File: src/design/ffra_pkg.sv
// Shared sizes, field widths and status codes of the run allocator.
package ffra_pkg;

	localparam int POOLS     = 4;
	localparam int ROWS      = 8;
	localparam int ROW_SLOTS = 16;
	localparam int MAX_RUN   = 8;

	// request and response field widths
	localparam int OP_W      = 1;
	localparam int POOL_W    = 2;
	localparam int ROWIDX_W  = 3;
	localparam int ROWBITS_W = 16;
	localparam int LEN_W     = 4;
	localparam int STATUS_W  = 2;
	localparam int FROW_W    = 3;
	localparam int FSLOT_W   = 4;

	// internal widths
	localparam int ENTRIES = POOLS * ROWS;
	localparam int ADDR_W  = (ENTRIES > 1) ? $clog2(ENTRIES) : 1;
	localparam int ROW_W   = (ROWS > 1) ? $clog2(ROWS) : 1;
	localparam int SLOT_W  = $clog2(ROW_SLOTS);

	localparam logic [OP_W-1:0] OP_LOAD  = 1'b0;
	localparam logic [OP_W-1:0] OP_ALLOC = 1'b1;

	localparam logic [STATUS_W-1:0] ST_LOADED    = 2'd0;
	localparam logic [STATUS_W-1:0] ST_ALLOCATED = 2'd1;
	localparam logic [STATUS_W-1:0] ST_NOFIT     = 2'd2;

endpackage

File: src/design/ffra_req_if.sv
// Request channel of the run allocator: valid, ready and the request fields.
interface ffra_req_if;
	import ffra_pkg::*;

	logic                 valid;
	logic                 ready;
	logic [OP_W-1:0]      op;
	logic [POOL_W-1:0]    pool;
	logic [ROWIDX_W-1:0]  row_index;
	logic [ROWBITS_W-1:0] row_bits;
	logic [LEN_W-1:0]     run_length;

	modport source (output valid, output op, output pool, output row_index,
		output row_bits, output run_length, input ready);
	modport sink (input valid, input op, input pool, input row_index,
		input row_bits, input run_length, output ready);
endinterface

File: src/design/ffra_rsp_if.sv
// Response channel of the run allocator: valid, ready and the result fields.
interface ffra_rsp_if;
	import ffra_pkg::*;

	logic                valid;
	logic                ready;
	logic [STATUS_W-1:0] status;
	logic [FROW_W-1:0]   found_row;
	logic [FSLOT_W-1:0]  first_slot;

	modport source (output valid, output status, output found_row,
		output first_slot, input ready);
	modport sink (input valid, input status, input found_row,
		input first_slot, output ready);
endinterface

File: src/design/first_fit_run_allocator_core.sv
// First-fit run allocator: occupancy memory, row scan sequencer and result register.
//
//  channel | dir | handshake     | payload
//  --------+-----+---------------+-----------------------------------------------
//  req     | in  | valid / ready | op, pool, row_index, row_bits, run_length
//  rsp     | out | valid / ready | status, found_row, first_slot
//
// A load request, or an allocate with a bad pool or length, is answered at once:
// its result shows in the cycle after acceptance. A good allocate scans the pool's
// rows: one row word is read per cycle through a registered read, and the
// scan stops at the first row that holds a fit.
// Reset clears the per-entry valid bits at once, so no clearing pass is run. The
// result register holds until taken; a request is accepted while idle once it empties.
module first_fit_run_allocator_core (
	input  logic               clk,
	input  logic               arst_n,
	ffra_req_if.sink           req,
	ffra_rsp_if.source         rsp
);
	import ffra_pkg::*;

	localparam logic S_IDLE = 1'b0;
	localparam logic S_SCAN = 1'b1;

	// sequencer state
	logic               state_q;
	logic [ROW_W:0]     rd_row_q;
	logic [POOL_W-1:0]  pool_q;
	logic [LEN_W-1:0]   len_q;

	// occupancy memory and its valid bits
	logic [ROW_SLOTS-1:0] mem [ENTRIES];
	logic [ENTRIES-1:0]   vld_q;

	// read pipeline
	logic                 rd_en;
	logic [ADDR_W-1:0]    rd_addr;
	logic                 rd_s1;
	logic [ROW_W-1:0]     row_s1;
	logic [ROW_SLOTS-1:0] raw_s1;
	logic                 ent_vld_s1;
	logic [ROW_SLOTS-1:0] rd_word;

	// write port
	logic                 wr_en;
	logic [ADDR_W-1:0]    wr_addr;
	logic [ROW_SLOTS-1:0] wr_data;

	// search
	logic [ROW_SLOTS-1:0] run_mask;
	logic                 hit;
	logic [SLOT_W-1:0]    hit_slot;

	// request decode
	logic                 accept;
	logic                 pool_ok;
	logic                 row_ok;
	logic                 len_ok;
	logic [ADDR_W-1:0]    load_addr;

	// result register
	logic                 res_set;
	logic [STATUS_W-1:0]  res_status;
	logic [FROW_W-1:0]    res_row;
	logic [FSLOT_W-1:0]   res_slot;
	logic                 out_valid_q;
	logic [STATUS_W-1:0]  status_q;
	logic [FROW_W-1:0]    found_row_q;
	logic [FSLOT_W-1:0]   first_slot_q;

	logic                 scan_active;
	logic                 last_row_s1;

	assign req.ready = (state_q == S_IDLE) && (!out_valid_q || rsp.ready);
	assign accept    = req.valid && req.ready;

	assign pool_ok   = int'(req.pool) < POOLS;
	assign row_ok    = int'(req.row_index) < ROWS;
	assign len_ok    = (req.run_length != '0) && (int'(req.run_length) <= MAX_RUN)
		&& (int'(req.run_length) <= ROW_SLOTS);
	assign load_addr = ADDR_W'(int'(req.pool) * ROWS + int'(req.row_index));

	// Issue one row read per cycle until the last row has been requested.
	assign rd_en   = (state_q == S_SCAN) && (int'(rd_row_q) < ROWS);
	assign rd_addr = ADDR_W'(int'(pool_q) * ROWS + int'(rd_row_q[ROW_W-1:0]));

	// Never-written entries read as all free.
	assign rd_word = ent_vld_s1 ? raw_s1 : '0;

	assign run_mask = ~({ROW_SLOTS{1'b1}} << len_q);

	// Lowest start slot whose run is inside the row and entirely free.
	always_comb begin
		hit      = 1'b0;
		hit_slot = '0;
		for (int s = ROW_SLOTS - 1; s >= 0; s--) begin
			if ((s + int'(len_q) <= ROW_SLOTS) && ((rd_word & (run_mask << s)) == '0)) begin
				hit      = 1'b1;
				hit_slot = SLOT_W'(s);
			end
		end
	end

	assign scan_active = (state_q == S_SCAN) && rd_s1;
	assign last_row_s1 = (row_s1 == ROW_W'(ROWS - 1));

	// Write port: a load writes its word; a hit writes the marked row back.
	always_comb begin
		wr_en   = 1'b0;
		wr_addr = load_addr;
		wr_data = ROW_SLOTS'(req.row_bits);
		if (accept && (req.op == OP_LOAD)) begin
			wr_en = pool_ok && row_ok;
		end else if (scan_active && hit) begin
			wr_en   = 1'b1;
			wr_addr = ADDR_W'(int'(pool_q) * ROWS + int'(row_s1));
			wr_data = rd_word | (run_mask << hit_slot);
		end
	end

	// Result selection.
	always_comb begin
		res_set    = 1'b0;
		res_status = ST_NOFIT;
		res_row    = '0;
		res_slot   = '0;
		if (accept) begin
			if (req.op == OP_LOAD) begin
				res_set    = 1'b1;
				res_status = ST_LOADED;
			end else if (!(pool_ok && len_ok)) begin
				res_set = 1'b1;
			end
		end else if (scan_active) begin
			if (hit) begin
				res_set    = 1'b1;
				res_status = ST_ALLOCATED;
				res_row    = FROW_W'(row_s1);
				res_slot   = FSLOT_W'(hit_slot);
			end else if (last_row_s1) begin
				res_set = 1'b1;
			end
		end
	end

	// Memory: one write and one registered read per cycle.
	always_ff @(posedge clk) begin
		if (wr_en) begin
			mem[wr_addr] <= wr_data;
		end
		if (rd_en) begin
			raw_s1     <= mem[rd_addr];
			ent_vld_s1 <= vld_q[rd_addr];
			row_s1     <= rd_row_q[ROW_W-1:0];
		end
	end

	always_ff @(posedge clk or negedge arst_n) begin
		if (!arst_n) begin
			vld_q <= '0;
		end else if (wr_en) begin
			vld_q[wr_addr] <= 1'b1;
		end
	end

	// Sequencer: start a scan on a well-formed allocate, drop back on a result.
	always_ff @(posedge clk or negedge arst_n) begin
		if (!arst_n) begin
			state_q  <= S_IDLE;
			rd_row_q <= '0;
			rd_s1    <= 1'b0;
		end else begin
			rd_s1 <= rd_en;
			unique case (state_q)
				S_IDLE: begin
					if (accept && (req.op == OP_ALLOC) && pool_ok && len_ok) begin
						state_q  <= S_SCAN;
						rd_row_q <= '0;
					end
				end
				S_SCAN: begin
					if (rd_en) begin
						rd_row_q <= rd_row_q + 1'b1;
					end
					if (res_set) begin
						state_q <= S_IDLE;
					end
				end
				default: state_q <= S_IDLE;
			endcase
		end
	end

	always_ff @(posedge clk) begin
		if (accept) begin
			pool_q <= req.pool;
			len_q  <= req.run_length;
		end
	end

	// Result register: hold until taken.
	always_ff @(posedge clk or negedge arst_n) begin
		if (!arst_n) begin
			out_valid_q <= 1'b0;
		end else if (res_set) begin
			out_valid_q <= 1'b1;
		end else if (rsp.ready) begin
			out_valid_q <= 1'b0;
		end
	end

	always_ff @(posedge clk) begin
		if (res_set) begin
			status_q     <= res_status;
			found_row_q  <= res_row;
			first_slot_q <= res_slot;
		end
	end

	assign rsp.valid      = out_valid_q;
	assign rsp.status     = status_q;
	assign rsp.found_row  = found_row_q;
	assign rsp.first_slot = first_slot_q;

`ifndef NO_ASSERTIONS
	// A new result never lands on one that is still waiting.
	a_no_overwrite: assert property (@(posedge clk) disable iff (!arst_n)
		res_set |-> (!out_valid_q || rsp.ready))
		else $error("result register overwritten");

	// An allocated run lies entirely inside its row.
	a_run_in_row: assert property (@(posedge clk) disable iff (!arst_n)
		(res_set && (res_status == ST_ALLOCATED))
			|-> (int'(res_slot) + int'(len_q) <= ROW_SLOTS))
		else $error("allocated run crosses row end");

	// A scan always ends with a result before it runs out of rows.
	a_scan_ends: assert property (@(posedge clk) disable iff (!arst_n)
		(scan_active && last_row_s1) |-> res_set)
		else $error("scan finished without result");

	// No request is taken while a scan is in flight.
	a_no_accept_in_scan: assert property (@(posedge clk) disable iff (!arst_n)
		(state_q == S_SCAN) |-> !accept)
		else $error("request accepted during scan");
`endif

endmodule

File: src/flat_wrapper.sv
// flat-port wrapper written by rule: the top's interface ports become plain ports
module first_fit_run_allocator_core_flat import ffra_pkg::*;
  (clk, arst_n, req_valid, req_op, req_pool, req_row_index, req_row_bits, req_run_length, req_ready, rsp_valid, rsp_status, rsp_found_row, rsp_first_slot, rsp_ready);
  ffra_req_if req_i ();
  ffra_rsp_if rsp_i ();
  input  logic clk;
  input  logic arst_n;
  input wire logic [$bits(req_i.valid)-1:0] req_valid;
  input wire logic [$bits(req_i.op)-1:0] req_op;
  input wire logic [$bits(req_i.pool)-1:0] req_pool;
  input wire logic [$bits(req_i.row_index)-1:0] req_row_index;
  input wire logic [$bits(req_i.row_bits)-1:0] req_row_bits;
  input wire logic [$bits(req_i.run_length)-1:0] req_run_length;
  output wire logic [$bits(req_i.ready)-1:0] req_ready;
  output wire logic [$bits(rsp_i.valid)-1:0] rsp_valid;
  output wire logic [$bits(rsp_i.status)-1:0] rsp_status;
  output wire logic [$bits(rsp_i.found_row)-1:0] rsp_found_row;
  output wire logic [$bits(rsp_i.first_slot)-1:0] rsp_first_slot;
  input wire logic [$bits(rsp_i.ready)-1:0] rsp_ready;
  assign req_i.valid = req_valid;
  assign req_i.op = req_op;
  assign req_i.pool = req_pool;
  assign req_i.row_index = req_row_index;
  assign req_i.row_bits = req_row_bits;
  assign req_i.run_length = req_run_length;
  assign req_ready = req_i.ready;
  assign rsp_valid = rsp_i.valid;
  assign rsp_status = rsp_i.status;
  assign rsp_found_row = rsp_i.found_row;
  assign rsp_first_slot = rsp_i.first_slot;
  assign rsp_i.ready = rsp_ready;
  first_fit_run_allocator_core u_core (.clk(clk), .arst_n(arst_n), .req(req_i), .rsp(rsp_i));
endmodule
File: config.mk
export PLATFORM = sky130hd
export DESIGN_NAME = first_fit_run_allocator_core_flat
export DESIGN_NICKNAME = d
export VERILOG_FILES = /design/src/design/ffra_pkg.sv /design/src/design/ffra_req_if.sv /design/src/design/ffra_rsp_if.sv /design/src/design/first_fit_run_allocator_core.sv /design/src/flat_wrapper.sv
export SDC_FILE = /design/constraint.sdc
export NUM_CORES = 1
export LEC_CHECK = 0
export BUFFER_PORTS_ARGS = -buffer_cell sky130_fd_sc_hd__buf_2
export CORE_UTILIZATION = 44
export DETAILED_ROUTE_END_ITERATION = 16
export PLACE_DENSITY_LB_ADDON = 0.25
export SYNTH_ARGS = -nofsm -noshare
export SYNTH_HDL_FRONTEND = slang
export SYNTH_SLANG_ARGS = --single-unit
File: constraint.sdc
create_clock -name clk -period 5.3 [get_ports clk]
set_input_delay 1.06 -clock clk [delete_from_list [all_inputs] [get_ports clk]]
set_output_delay 1.06 -clock clk [all_outputs]
set_load 0.01 [all_outputs]
-- After elaboration in Yosys (flattened, before gate mapping)
Memory sizes are Yosys's and may differ from the RTL's. A register that Yosys moved wholly into a read port is not among the register bits.
Index checks and enable logic that the tools add are counted.
- register bits after elaboration: 58
- memory bits (writable): 512
- input port bits: 30
- output and inout bits: 11
- logic and storage cells: 192
- memories: 1
- memories (memory ; words ; width ; read ports ; clocked after Yosys merged registers in ; write ports ; line ; source):
    u_core.mem ; 32 ; 16 ; 1 ; 1 ; 1 ; first_fit_run_allocator_core.sv:32 ; logic [ROW_SLOTS-1:0] mem [ENTRIES];
- add/subtract/negate cells: 19
- order comparisons: 21
- equal/unequal tests: 3
- shift operators: 2
- muxes and demuxes: 63
- bitwise logic cells: 23
- reduce and logical (&&, ||, !) cells: 48
- operators by type and width (kind ; count):
    less-or-equal comparator 32 x 6 -> 1 bit (second input constant) ; 15
    bitwise AND 16 bit ; 16
    logical NOT 16 bit ; 16
    2-to-1 mux 4 bit ; 18
    2-to-1 mux 16 bit ; 3
    adder 4 x 4 -> 5 bit (first input constant) ; 8
    2-to-1 mux 1 bit ; 32
    bitwise OR 32 bit ; 1
    logical AND 1 bit ; 26
    adder 3 x 4 -> 5 bit (first input constant) ; 4
    inverter 16 bit ; 1
    bitwise OR 16 bit ; 1
    left shift 16 x 4 -> 16 bit ; 1
    left shift 16 x 4 -> 16 bit (first input constant) ; 1
    adder 5 x 3 -> 5 bit ; 3
    less-than comparator 5 x 6 -> 1 bit (second input constant) ; 2
    adder 2 x 4 -> 5 bit (first input constant) ; 2
    2-to-1 mux 5 bit ; 2
    2-to-1 mux 2 bit ; 4
    one-hot mux 4 bit (2 select lines) ; 1
    adder 1 x 4 -> 5 bit (first input constant) ; 1
    binary-select mux 1 bit (select 5 bit) ; 1
    demux 1 bit (select 5 bit) ; 1
    >= comparator 5 x 1 -> 1 bit (second input constant) ; 1
    other kinds (14) ; 18

-- Longest topological paths before layout
Gate-level depths: netlist of run 1.
- depth after elaboration: 29
- gate-level depth with buffers: 18
- mapped depth without buffers: 15

-- Worst setup path after synthesis of run 1
No wires, ideal clock.
- path type: register -> register
- from: register u_core.len_q[2]
- to: memory u_core.mem[0][13], data pin
- library setup time: 0.491 ns
- arrival: 4.963 ns
- required time: 4.809 ns
- path slack: -0.154 ns
- stages on the path, launching flop included: 16
- path buffers: 3
- clock period less this slack: 5.454 ns
- cell sequence: edfxtp_1 > buf_2 > inv_1 > ha_1 > clkbuf_1 > nor2b_1 > xnor2_1 > a41oi_1 > a21oi_1 > or3_1 > a211o_1 > o2111ai_4 > buf_6 > mux2_4 > a22o_1 > a311oi_1
- longest elaborated chain between the ends: 25
- elaborated cells between the ends (all ways): 118
- those cells by class: 15 x add/sub; 16 x order compare; 2 x shift; 34 x mux; 18 x bitwise; 33 x reduce/logical
- ends and longest elaborated chain (what ; line ; source):
    from (decl) ; first_fit_run_allocator_core.sv:29 ; logic [LEN_W-1:0] len_q;
    from (signal assigned) ; first_fit_run_allocator_core.sv:197 ; len_q <= req.run_length;
    parallel branches: the longest is 23 deep, another holds less-or-equal comparator 32 x 6 -> 1 bit ; - ;
    2-to-1 mux 16 bit * ; first_fit_run_allocator_core.sv:114 ; end else if (scan_active && hit) begin
    2-to-1 mux 16 bit * ; first_fit_run_allocator_core.sv:112 ; if (accept && (req.op == OP_LOAD)) begin
    net u_core.wr_data[13] ; first_fit_run_allocator_core.sv:47 ; logic [ROW_SLOTS-1:0] wr_data;
    to (decl) ; first_fit_run_allocator_core.sv:32 ;
Mark *: on every way through the listed nets, which the timed path passes.

-- Worst setup path after layout of run 1
- from: register u_core.len_q[1]
- to: memory u_core.mem[8][13], data pin
Same word-level chain as after synthesis.

==> results of run 1 <==
-- cells in the mapped netlist, drive strengths merged, types with 8 or more instances --
| cell | count |
|---|---|
| a21oi | 63 |
| buf | 55 |
| a41oi | 9 |
| nor2b | 8 |
| ha | 14 |
| nor3 | 18 |
| o21ai | 78 |
| o22ai | 23 |
| o211ai | 9 |
| edfxtp | 547 |
| nor4 | 8 |
| inv | 25 |
| clkbuf | 65 |
| nand2 | 118 |
| or2 | 38 |
| dfrtp | 39 |
| mux4 | 68 |
| o221ai | 53 |
| mux2i | 144 |
| nand2b | 11 |
| and2 | 10 |
| a31oi | 9 |
| nand3 | 9 |
| nor2 | 154 |
| a221oi | 11 |
| a22oi | 15 |
-- area by class of cell --
cell class	instances	area, um^2
multi-input combinational	1004	8050
fill	4794	28000
tap	765	957
inverter	26	97.6
clock buffer	74	1550
timing repair buffer	158	1320
clock inverter	35	458
sequential	586	17400
-- final timing paths --
path / from / to / slack [ns] / cells after the start
setup / recovery: u_core.len_q[1]$_DFFE_PP_ / u_core.mem[8][13]$_DFFE_PP_ / 0.26 / 13
hold / removal: u_core.vld_q[16]$_DFFE_PN0N_ / u_core.vld_q[16]$_DFFE_PN0N_ / 0.46 / 1
setup reg to reg: u_core.len_q[1]$_DFFE_PP_ / u_core.mem[8][13]$_DFFE_PP_ / 0.26 / 13
hold reg to reg: u_core.vld_q[16]$_DFFE_PN0N_ / u_core.vld_q[16]$_DFFE_PN0N_ / 0.46 / 1
max in group asynchronous: arst_n / u_core.rd_row_q[1]$_DFFE_PN0P_ / 3.78 / 1
min in group asynchronous: arst_n / u_core.vld_q[26]$_DFFE_PN0N_ / 0.65 / 1
-- sequential cells by signal (all words and copies together) (netlist names) --
| name | count |
|---|---|
| u_core.ent_vld_s1 | 1 |
| u_core.row_s1 | 3 |
| u_core.rsp.found_row | 3 |
| u_core.state_q | 1 |
| u_core.vld_q | 32 |
| u_core.rsp.first_slot | 4 |
| u_core.mem | 512 |
| u_core.pool_q | 2 |
| u_core.len_q | 4 |
| u_core.rd_s1 | 1 |
| u_core.rsp.status | 2 |
| u_core.rd_row_q | 4 |
| u_core.raw_s1 | 16 |
| u_core.rsp.valid | 1 |
-- cell families (layout without fill, tap and decap cells) --
kind of cell / count (synthesis) / after routing / synth area share
AO/OA/AOI/OAI: 356 / 359 / 0.101
adder cells (fa/ha/maj): 14 / 14 / 0.00679
multiplexers: 215 / 215 / 0.117
AND/OR/NAND/NOR: 410 / 410 / 0.0744
flip-flops: 586 / 586 / 0.674
XOR/XNOR: 6 / 6 / 0.00204
buffers and inverters: 146 / 293 / 0.0245
-- power groups by stage --
stage	clock network (mW)	logic, mW	registers, mW
floorplan	0	3.79	6.14
global placement	0	5.50	6.47
detailed placement	0	5.54	6.47
CTS	4.38	5.56	6.38
global route	4.55	6.07	6.43
finish	4.32	5.69	6.40
-- timing repair --
item,in CTS,in global routing
gates resized for setup,0,8
setup buffers,0,0
endpoints found under the setup margin,0,225
-- metrics by stage --
step                      power [mW]   util  hold slack, ns  instances
after floorplan                 9.93      -           0.428       1733
after global placement          12.0  0.480           0.442       2536
after global routing            17.0  0.516           0.475       2648
after CTS                       16.3  0.515           0.462       2645
final                           16.4  0.516           0.461       2648
after detailed placement        12.0  0.480           0.446       2536
-- worst max-delay path: cells and delay by family, from the launching register on --
family | cells | cell delay, ns
buf+inv | 2 | 0.45
fa+ha+maj | 1 | 0.46
flops | 1 | 0.50
compound gates | 9 | 2.97
mux | 1 | 0.32
-- metal layers --
layer	vias up	global-route usage
met1	8581	0.361
met2	780	0.375
li1	7056	-
met5	-	0
met3	115	0.0412
met4	0	0.0689
==> results_dict.tcl, run 1 <==
set metrics [dict create \
    outcome "finished clean" \
    cp.required_ns 5.58 \
    dr.pass1.iters 8 \
    swShare 0.354 \
    critPathMaxFanout 17 \
    synthCells 1733 \
    powerDensity_mw_per_mm2 550 \
    max_stage_delay_ns 0.78 \
    clock_latency_ns 0.63 \
    vias_per_cell 6.24 \
    final_common_cell "edfxtp_1" \
    num_rows 88 \
    p_leak_nw 10.1 \
    cts_made_buffers 59 \
    die_y_um 244 \
    synth_top_area_share 0.636 \
    dieArea_mm2 0.0596 \
    p_int_mw 10.6 \
    clock_power_share 0.263 \
    p_seq_frac 0.390 \
    synth-seq-cells 586 \
    relSlewSlack 0.172 \
    clk_pin_slew_ns 0.06 \
    hpwl_um 45200 \
    ant_nets 0 \
    fin_skew_ns 0.0486 \
    highest_layer "met4" \
    finalHoldViolCount 0 \
    core-area_mm2 0.0578 \
    grt_overflow 0 \
    wire_per_inst_um 28.0 \
    arrival_ns 5.31 \
    synth.largest_area_cell "edfxtp_1" \
    synth_nets 1777 \
    routed-wl-met3_um 6020 \
    setup_ws_ns 0.263 \
    root_buffer "clkbuf_16" \
    setup_violations 0 \
    drt_wl_total_um 74100 \
    yosysSeqAreaShare 0.674 \
    start_util 0.446 \
    startpoint_type "flop" \
    synth_ff_type "edfxtp_1" \
    cp_slowest_cell "a311oi_4" \
    max-cap-violations 0 \
    vias 16532 \
    report.final.slew_viol_count 0 \
    area_delta_synth_final_pct 15.6 \
    fmax_mhz 199 \
    clk_path_buf_depth 3 \
    grt_max_degree 54 \
    post_route_cells_drive_above_1_share 0.215 \
    m1WireLength_um 32000 \
    min_path_type "reg -> reg" \
    grt.total_usage 0.245 \
    synthArstFlopShare 0.0666 \
    synthesis.area_mm2 0.0258 \
    cts_tree "built" \
    final_cell_mix "edfxtp_1 (547), mux2i_1 (143), nor2_1 (118)" \
    grt_pass1_wl_um 108000 \
    grt_pass1_vias 16042 \
    clock_sinks 586 \
    path_cells "buf_4 > ha_1 > a222oi_1 > o2111ai_1 > o41a_1 > o21ai_1 > o21bai_1 > buf_4 > o211ai_1 > o21ai_1 > mux2_4 > a22o_1 > a311oi_4" \
    p_sw_mw 5.81 \
    cts_max_level 2 \
    critPathKind "reg -> reg" \
    period_minus_slack_ns 5.04 \
    wl_met2_um 34300 \
    fp.dieW_um 244 \
    ioPinCount 41 \
    synth_edf_count 547 \
    endpoint_kind "flop" \
    final_area_mm2 0.0298 \
    post-route-period-util 0.950 \
    diodes 0 \
    antenna_found_initial 3 \
    ys_top_cells_by_area "edfxtp_1 (64%), mux4_2 (5.9%), mux2i_1 (5.5%)" \
    syn_area_per_cell_um2 14.9 \
    drt_iter0_drc 1944 \
    drc 0 \
    peakVddDrop_mv 0.444 \
    portBuffers 40 \
    ys_types 99 \
    place_ws_ns 0.126 \
    combPwrFrac 0.347 \
    yosysWarningCount 0 \
    nets 1879 \
    gp_congestion 0.946 \
    cts_hold_buf 0 \
    rsz0062_at_grt "false" \
    worstMarginPinSlew_ns 1.24 \
    fin_tns_setup_ns 0 \
    place_area_mm2 0.0277 \
]
No activity file was read; power rests on OpenSTA's default activity.
==> inputs of run 2 (changes only) <==
--- a/config.mk
+++ b/config.mk
@@ -5,9 +5,9 @@
 export SDC_FILE = /design/constraint.sdc
 export NUM_CORES = 1
 export LEC_CHECK = 0
-export BUFFER_PORTS_ARGS = -buffer_cell sky130_fd_sc_hd__buf_2
 export CORE_UTILIZATION = 44
 export DETAILED_ROUTE_END_ITERATION = 16
+export DONT_BUFFER_PORTS = 1
 export PLACE_DENSITY_LB_ADDON = 0.25
 export SYNTH_ARGS = -nofsm -noshare
 export SYNTH_HDL_FRONTEND = slang
==> results_dict.tcl, run 2 (synthesis gave the netlist of run 1 again) <==
set metrics [dict create \
    ant_nets 0 \
    r2r-end "u_core.mem[22][11]$_DFFE_PP_" \
    grt_overflow 0 \
    cp.required_ns 5.70 \
    clk_pin_slew_ns 0.06 \
    period_minus_slack_ns 5.05 \
    peakVddDrop_mv 0.337 \
    fin_skew_ns 0.0218 \
    finalHoldViolCount 0 \
    nets 1835 \
    arrival_ns 5.45 \
    grt_max_degree 69 \
    min_path_type "in -> async" \
    cts_tree "built" \
    grt_pass1_wl_um 109000 \
    post_route_cells_drive_above_1_share 0.192 \
    p_leak_nw 9.86 \
    regMostFlops "u_core.mem" \
    diodes 0 \
    cts_hold_buf 0 \
    r2r_slack_ns 0.25 \
    dieArea_mm2 0.0596 \
    final_common_cell "edfxtp_1" \
    ioPinCount 41 \
    cts_resized 0 \
    cts_max_level 2 \
    drc 0 \
    fp.dieW_um 244 \
    powerDensity_mw_per_mm2 546 \
    final_cell_mix "edfxtp_1 (547), mux2i_1 (143), nor2_1 (118)" \
    relSlewSlack 0.246 \
    dr.pass1.iters 7 \
    post-route-period-util 0.952 \
    die_y_um 244 \
    portBuffers 0 \
    grt.total_usage 0.249 \
    largest_reg_flops 512 \
    startpoint_type "flop" \
    rsz0062_at_grt "false" \
    reg.largest.list "u_core.mem: 512 flops, u_core.vld_q: 32 flops, u_core.raw_s1: 16 flops" \
    critPathMaxFanout 32 \
    vias 16097 \
    critPathLaunch "u_core.len_q[3]$_DFFE_PP_" \
    wire_per_inst_um 28.4 \
    path_cells "inv_2 > ha_1 > inv_1 > buf_4 > a222oi_1 > o211ai_1 > a21oi_1 > a21oi_1 > a211o_1 > o2111ai_4 > nor2_1 > a221oi_2 > a221oi_1 > a31oi_2 > buf_4" \
    report.final.slew_viol_count 0 \
    cts_made_buffers 60 \
    area_delta_synth_final_pct 13.5 \
    gp_congestion 0.984 \
    max_stage_delay_ns 0.58 \
    hpwl_um 46300 \
    start_util 0.446 \
    grt_pass1_vias 16189 \
    drt_iter0_drc 1764 \
    core-area_mm2 0.0578 \
    clock_latency_ns 0.63 \
    fmax_mhz 198 \
    cp_slowest_cell "edfxtp_1" \
    endpoint_kind "flop" \
    fin_tns_setup_ns 0 \
    num_rows 88 \
    post_cts_buffers 0 \
    ff2ff_path_depth 15 \
    clk_path_buf_depth 3 \
    crit-reg2reg-launch "u_core.len_q[3]$_DFFE_PP_" \
    root_buffer "clkbuf_16" \
    setup_ws_ns 0.253 \
    setup_violations 0 \
    clock_sinks 586 \
    vias_per_cell 6.18 \
    drt_wl_total_um 73900 \
    worstMarginPinSlew_ns 1.13 \
    crit_path_end "u_core.mem[22][11]$_DFFE_PP_" \
    antenna_found_initial 1 \
    place_ws_ns 0.356 \
    max-cap-violations 0 \
    outcome "finished clean" \
    critPathKind "reg -> reg" \
]
## run 2: changes by cell type in the layout (fill, tap and decap cells not counted), sizes merged
cell,change
clkinvlp,+1
clkbuf,+4
inv,+2
o32ai,-1
clkinv,+2
a211oi,-1
a311oi,-1
buf,-42
bufinv,-7
## run 2: how the worst min path moves through the flow
stage | start | end | slack [ns] | cells past startpoint
after floorplan | u_core.vld_q[10]$_DFFE_PN0N_ | u_core.vld_q[10]$_DFFE_PN0N_ | 0.43 | 1
after global placement | u_core.vld_q[16]$_DFFE_PN0N_ | u_core.vld_q[16]$_DFFE_PN0N_ | 0.44 | 1
after detailed placement | u_core.vld_q[3]$_DFFE_PN0N_ | u_core.vld_q[3]$_DFFE_PN0N_ | 0.45 | 1
after CTS | arst_n | u_core.vld_q[24]$_DFFE_PN0N_ | 0.09 | 0
after global routing | arst_n | u_core.vld_q[24]$_DFFE_PN0N_ | 0.08 | 0
final | arst_n | u_core.rd_row_q[0]$_DFFE_PN0P_ | 0.12 | 0
## run 2: final cells by class
| type | count | area (um^2) |
|---|---|---|
| multi-input combinational | 1001 | 7950 |
| sequential | 586 | 17400 |
| clock buffer | 78 | 1600 |
| timing repair buffer | 116 | 1020 |
| fill | 4858 | 28500 |
| clock inverter | 33 | 263 |
| tap | 765 | 957 |
| inverter | 26 | 97.6 |
## run 2: metal layers
| layer | routed length [um] | track usage | vias to the layer above |
|---|---|---|---|
| met2 | 34500 | 0.394 | 683 |
| met5 | 13 | 0 | - |
| li1 | - | - | 6934 |
| met1 | 31700 | 0.348 | 8334 |
| met3 | 5450 | 0.0453 | 144 |
| met4 | 2280 | 0.0805 | 2 |
## run 2: through the flow
stage | hold slack [ns] | std cells | cell area, um^2 | utilization | power [mW]
2_1_floorplan | 0.428 | 1733 | 25800 | - | 9.93
3_3_place_gp | 0.442 | 2494 | 27400 | 0.475 | 12.0
3_5_place_dp | 0.446 | 2494 | 27400 | 0.475 | 12.0
4_1_cts | 0.0866 | 2605 | 29300 | 0.507 | 16.0
5_1_grt | 0.0804 | 2605 | 29300 | 0.507 | 16.6
6_report | 0.117 | 2605 | 29300 | 0.507 | 16.0
## run 2: where the power goes
group	internal [mW]	total, mW	switching [mW]
registers	5.91	6.51	0.601
clock network	2.27	4.01	1.75
logic	2.05	5.47	3.42
## run 2: worst max-delay path: cells and delay by family (launching register included)
family	cells	cell delay, ns
AOI/OAI and AO/OA	9	2.81
adders and majority gates	1	0.19
buffers and inverters	4	0.94
DFF	1	0.58
and+or+nand+nor	1	0.26
==> inputs of run 3 (changes only) <==
--- a/config.mk
+++ b/config.mk
@@ -8,7 +8,7 @@
 export CORE_UTILIZATION = 44
 export DETAILED_ROUTE_END_ITERATION = 16
 export DONT_BUFFER_PORTS = 1
-export PLACE_DENSITY_LB_ADDON = 0.25
+export PLACE_DENSITY_LB_ADDON = 0.3
 export SYNTH_ARGS = -nofsm -noshare
 export SYNTH_HDL_FRONTEND = slang
 export SYNTH_SLANG_ARGS = --single-unit
==> results_dict.tcl, run 3 (synthesis gave the netlist of run 1 again) <==
set metrics [dict create \
    portBuffers 0 \
    hpwl_um 44000 \
    setup_violations 0 \
    startpoint_type "flop" \
    arrival_ns 5.38 \
    clock_sinks 586 \
    cts_max_level 2 \
    relSlewSlack 0.316 \
    grt_overflow 0 \
    clk_pin_slew_ns 0.06 \
    die_y_um 244 \
    finalHoldViolCount 0 \
    area_delta_synth_final_pct 12.9 \
    grt.total_usage 0.242 \
    start_util 0.446 \
    vias_per_cell 6.19 \
    fp.dieW_um 244 \
    core-area_mm2 0.0578 \
    fmax_mhz 201 \
    drt_wl_total_um 72000 \
    rsz0062_at_grt "false" \
    cts_made_buffers 59 \
    cts_hold_buf 0 \
    largest_reg_flops 512 \
    max-cap-violations 0 \
    final_area_mm2 0.0291 \
    period_minus_slack_ns 4.97 \
    p_seq_frac 0.409 \
    drc 0 \
    report.final.slew_viol_count 0 \
    endpoint_kind "flop" \
    vias 16088 \
    min_path_type "in -> async" \
    antenna_found_initial 1 \
    outcome "finished clean" \
    num_rows 88 \
    clock_power_share 0.247 \
    grt_max_degree 63 \
    reg.largest.list "u_core.mem: 512 flops, u_core.vld_q: 32 flops, u_core.raw_s1: 16 flops" \
    final_common_cell "edfxtp_1" \
    place_area_mm2 0.0273 \
    final_cell_mix "edfxtp_1 (547), mux2i_1 (143), nor2_1 (118)" \
    wire_per_inst_um 27.7 \
    post_route_cells_drive_above_1_share 0.186 \
    dieArea_mm2 0.0596 \
    gp_congestion 0.938 \
    nets 1825 \
    p_int_mw 10.0 \
    grt_pass1_vias 15768 \
    combPwrFrac 0.344 \
    ioPinCount 41 \
    powerDensity_mw_per_mm2 540 \
    grt_pass1_wl_um 106000 \
    cts_tree "built" \
    critPathKind "reg -> reg" \
    clk_path_buf_depth 3 \
    critPathMaxFanout 32 \
    regMostFlops "u_core.mem" \
    post-route-period-util 0.938 \
    drt_iter0_drc 2063 \
    cts_resized 0 \
    fin_skew_ns 0.0236 \
    swShare 0.361 \
    worstMarginPinSlew_ns 1.03 \
    p_sw_mw 5.67 \
    ant_nets 0 \
    peakVddDrop_mv 0.393 \
    root_buffer "clkbuf_16" \
    cp.required_ns 5.71 \
    post_cts_buffers 0 \
    num-fill-cells 4761 \
    p_leak_nw 9.77 \
    dr.pass1.iters 6 \
    clock_latency_ns 0.63 \
    fin_tns_setup_ns 0 \
]
run 3: cell count changes in the layout (fill, tap and decap cells not counted), sizes merged:
| cell | delta |
|---|---|
| clkinv | +7 |
| bufinv | -1 |
| clkbuf | -6 |
| buf | -9 |
| diode | +1 |
| inv | +1 |
run 3: stage by stage:
stage	util	std cells	power, mW	setup slack [ns]	hold slack, ns
floorplan	-	1733	9.93	0.226	0.428
global placement	0.473	2485	11.8	0.388	0.442
detailed placement	0.473	2485	11.9	0.323	0.445
CTS	0.504	2597	15.7	0.271	0.0898
global route	0.504	2597	16.4	0.0701	0.0904
finish	0.504	2598	15.7	0.330	0.120
run 3: layer usage:
layer / share of wire / global-route usage / up-vias
met3: 0.079 / 0.0461 / 138
met5: 0.00018 / 0 / -
met1: 0.43 / 0.347 / 8288
li1: - / - / 6921
met4: 0.028 / 0.0765 / 2
met2: 0.46 / 0.374 / 739
run 3: path summary, 6_finish.rpt:
kind / startpoint / endpoint / slack (ns) / cells after the start
min in group clk: u_core.vld_q[27]$_DFFE_PN0N_ / u_core.vld_q[27]$_DFFE_PN0N_ / 0.46 / 1
worst max-delay path: u_core.len_q[2]$_DFFE_PP_ / u_core.mem[12][14]$_DFFE_PP_ / 0.33 / 16
max in group asynchronous: arst_n / u_core.rd_row_q[0]$_DFFE_PN0P_ / 5.05 / 0
worst min register to register: u_core.vld_q[27]$_DFFE_PN0N_ / u_core.vld_q[27]$_DFFE_PN0N_ / 0.46 / 1
worst min-delay path: arst_n / u_core.vld_q[12]$_DFFE_PN0N_ / 0.12 / 0
worst max register to register: u_core.len_q[2]$_DFFE_PP_ / u_core.mem[12][14]$_DFFE_PP_ / 0.33 / 16
run 3: worst max-delay path, cell delays in order (launching register included):
cell and delay [ns]:
edfxtp_1 0.36, buf_4 0.33, ha_1 0.58, buf_4 0.26, inv_1 0.16, o2111ai_2 0.30
a2111oi_4 0.09, or3_1 0.40, a211o_1 0.32, o2111ai_4 0.16, buf_4 0.29, buf_4 0.26
mux2i_1 0.11, o32a_1 0.30, a22o_1 0.21, a211oi_4 0.28, buf_4 0.36
run 3: area by class of cell:
class	instances	area [um^2]	share of cell area
Antenna cell	1	2.50	0.0000859
Tap cell	765	957	0.0329
Timing Repair Buffer	107	903	0.0310
Clock buffer	72	1530	0.0524
Sequential cell	586	17400	0.598
Inverter	26	97.6	0.00335
Multi-Input combinational cell	1001	7960	0.273
Clock inverter	40	279	0.00958
run 3: power groups by stage:
stage | logic [mW] | clock network, mW | registers [mW]
2_1_floorplan | 3.79 | 0 | 6.14
3_3_place_gp | 5.32 | 0 | 6.50
3_5_place_dp | 5.35 | 0 | 6.50
4_1_cts | 5.37 | 3.96 | 6.41
5_1_grt | 5.78 | 4.14 | 6.45
6_report | 5.40 | 3.89 | 6.43
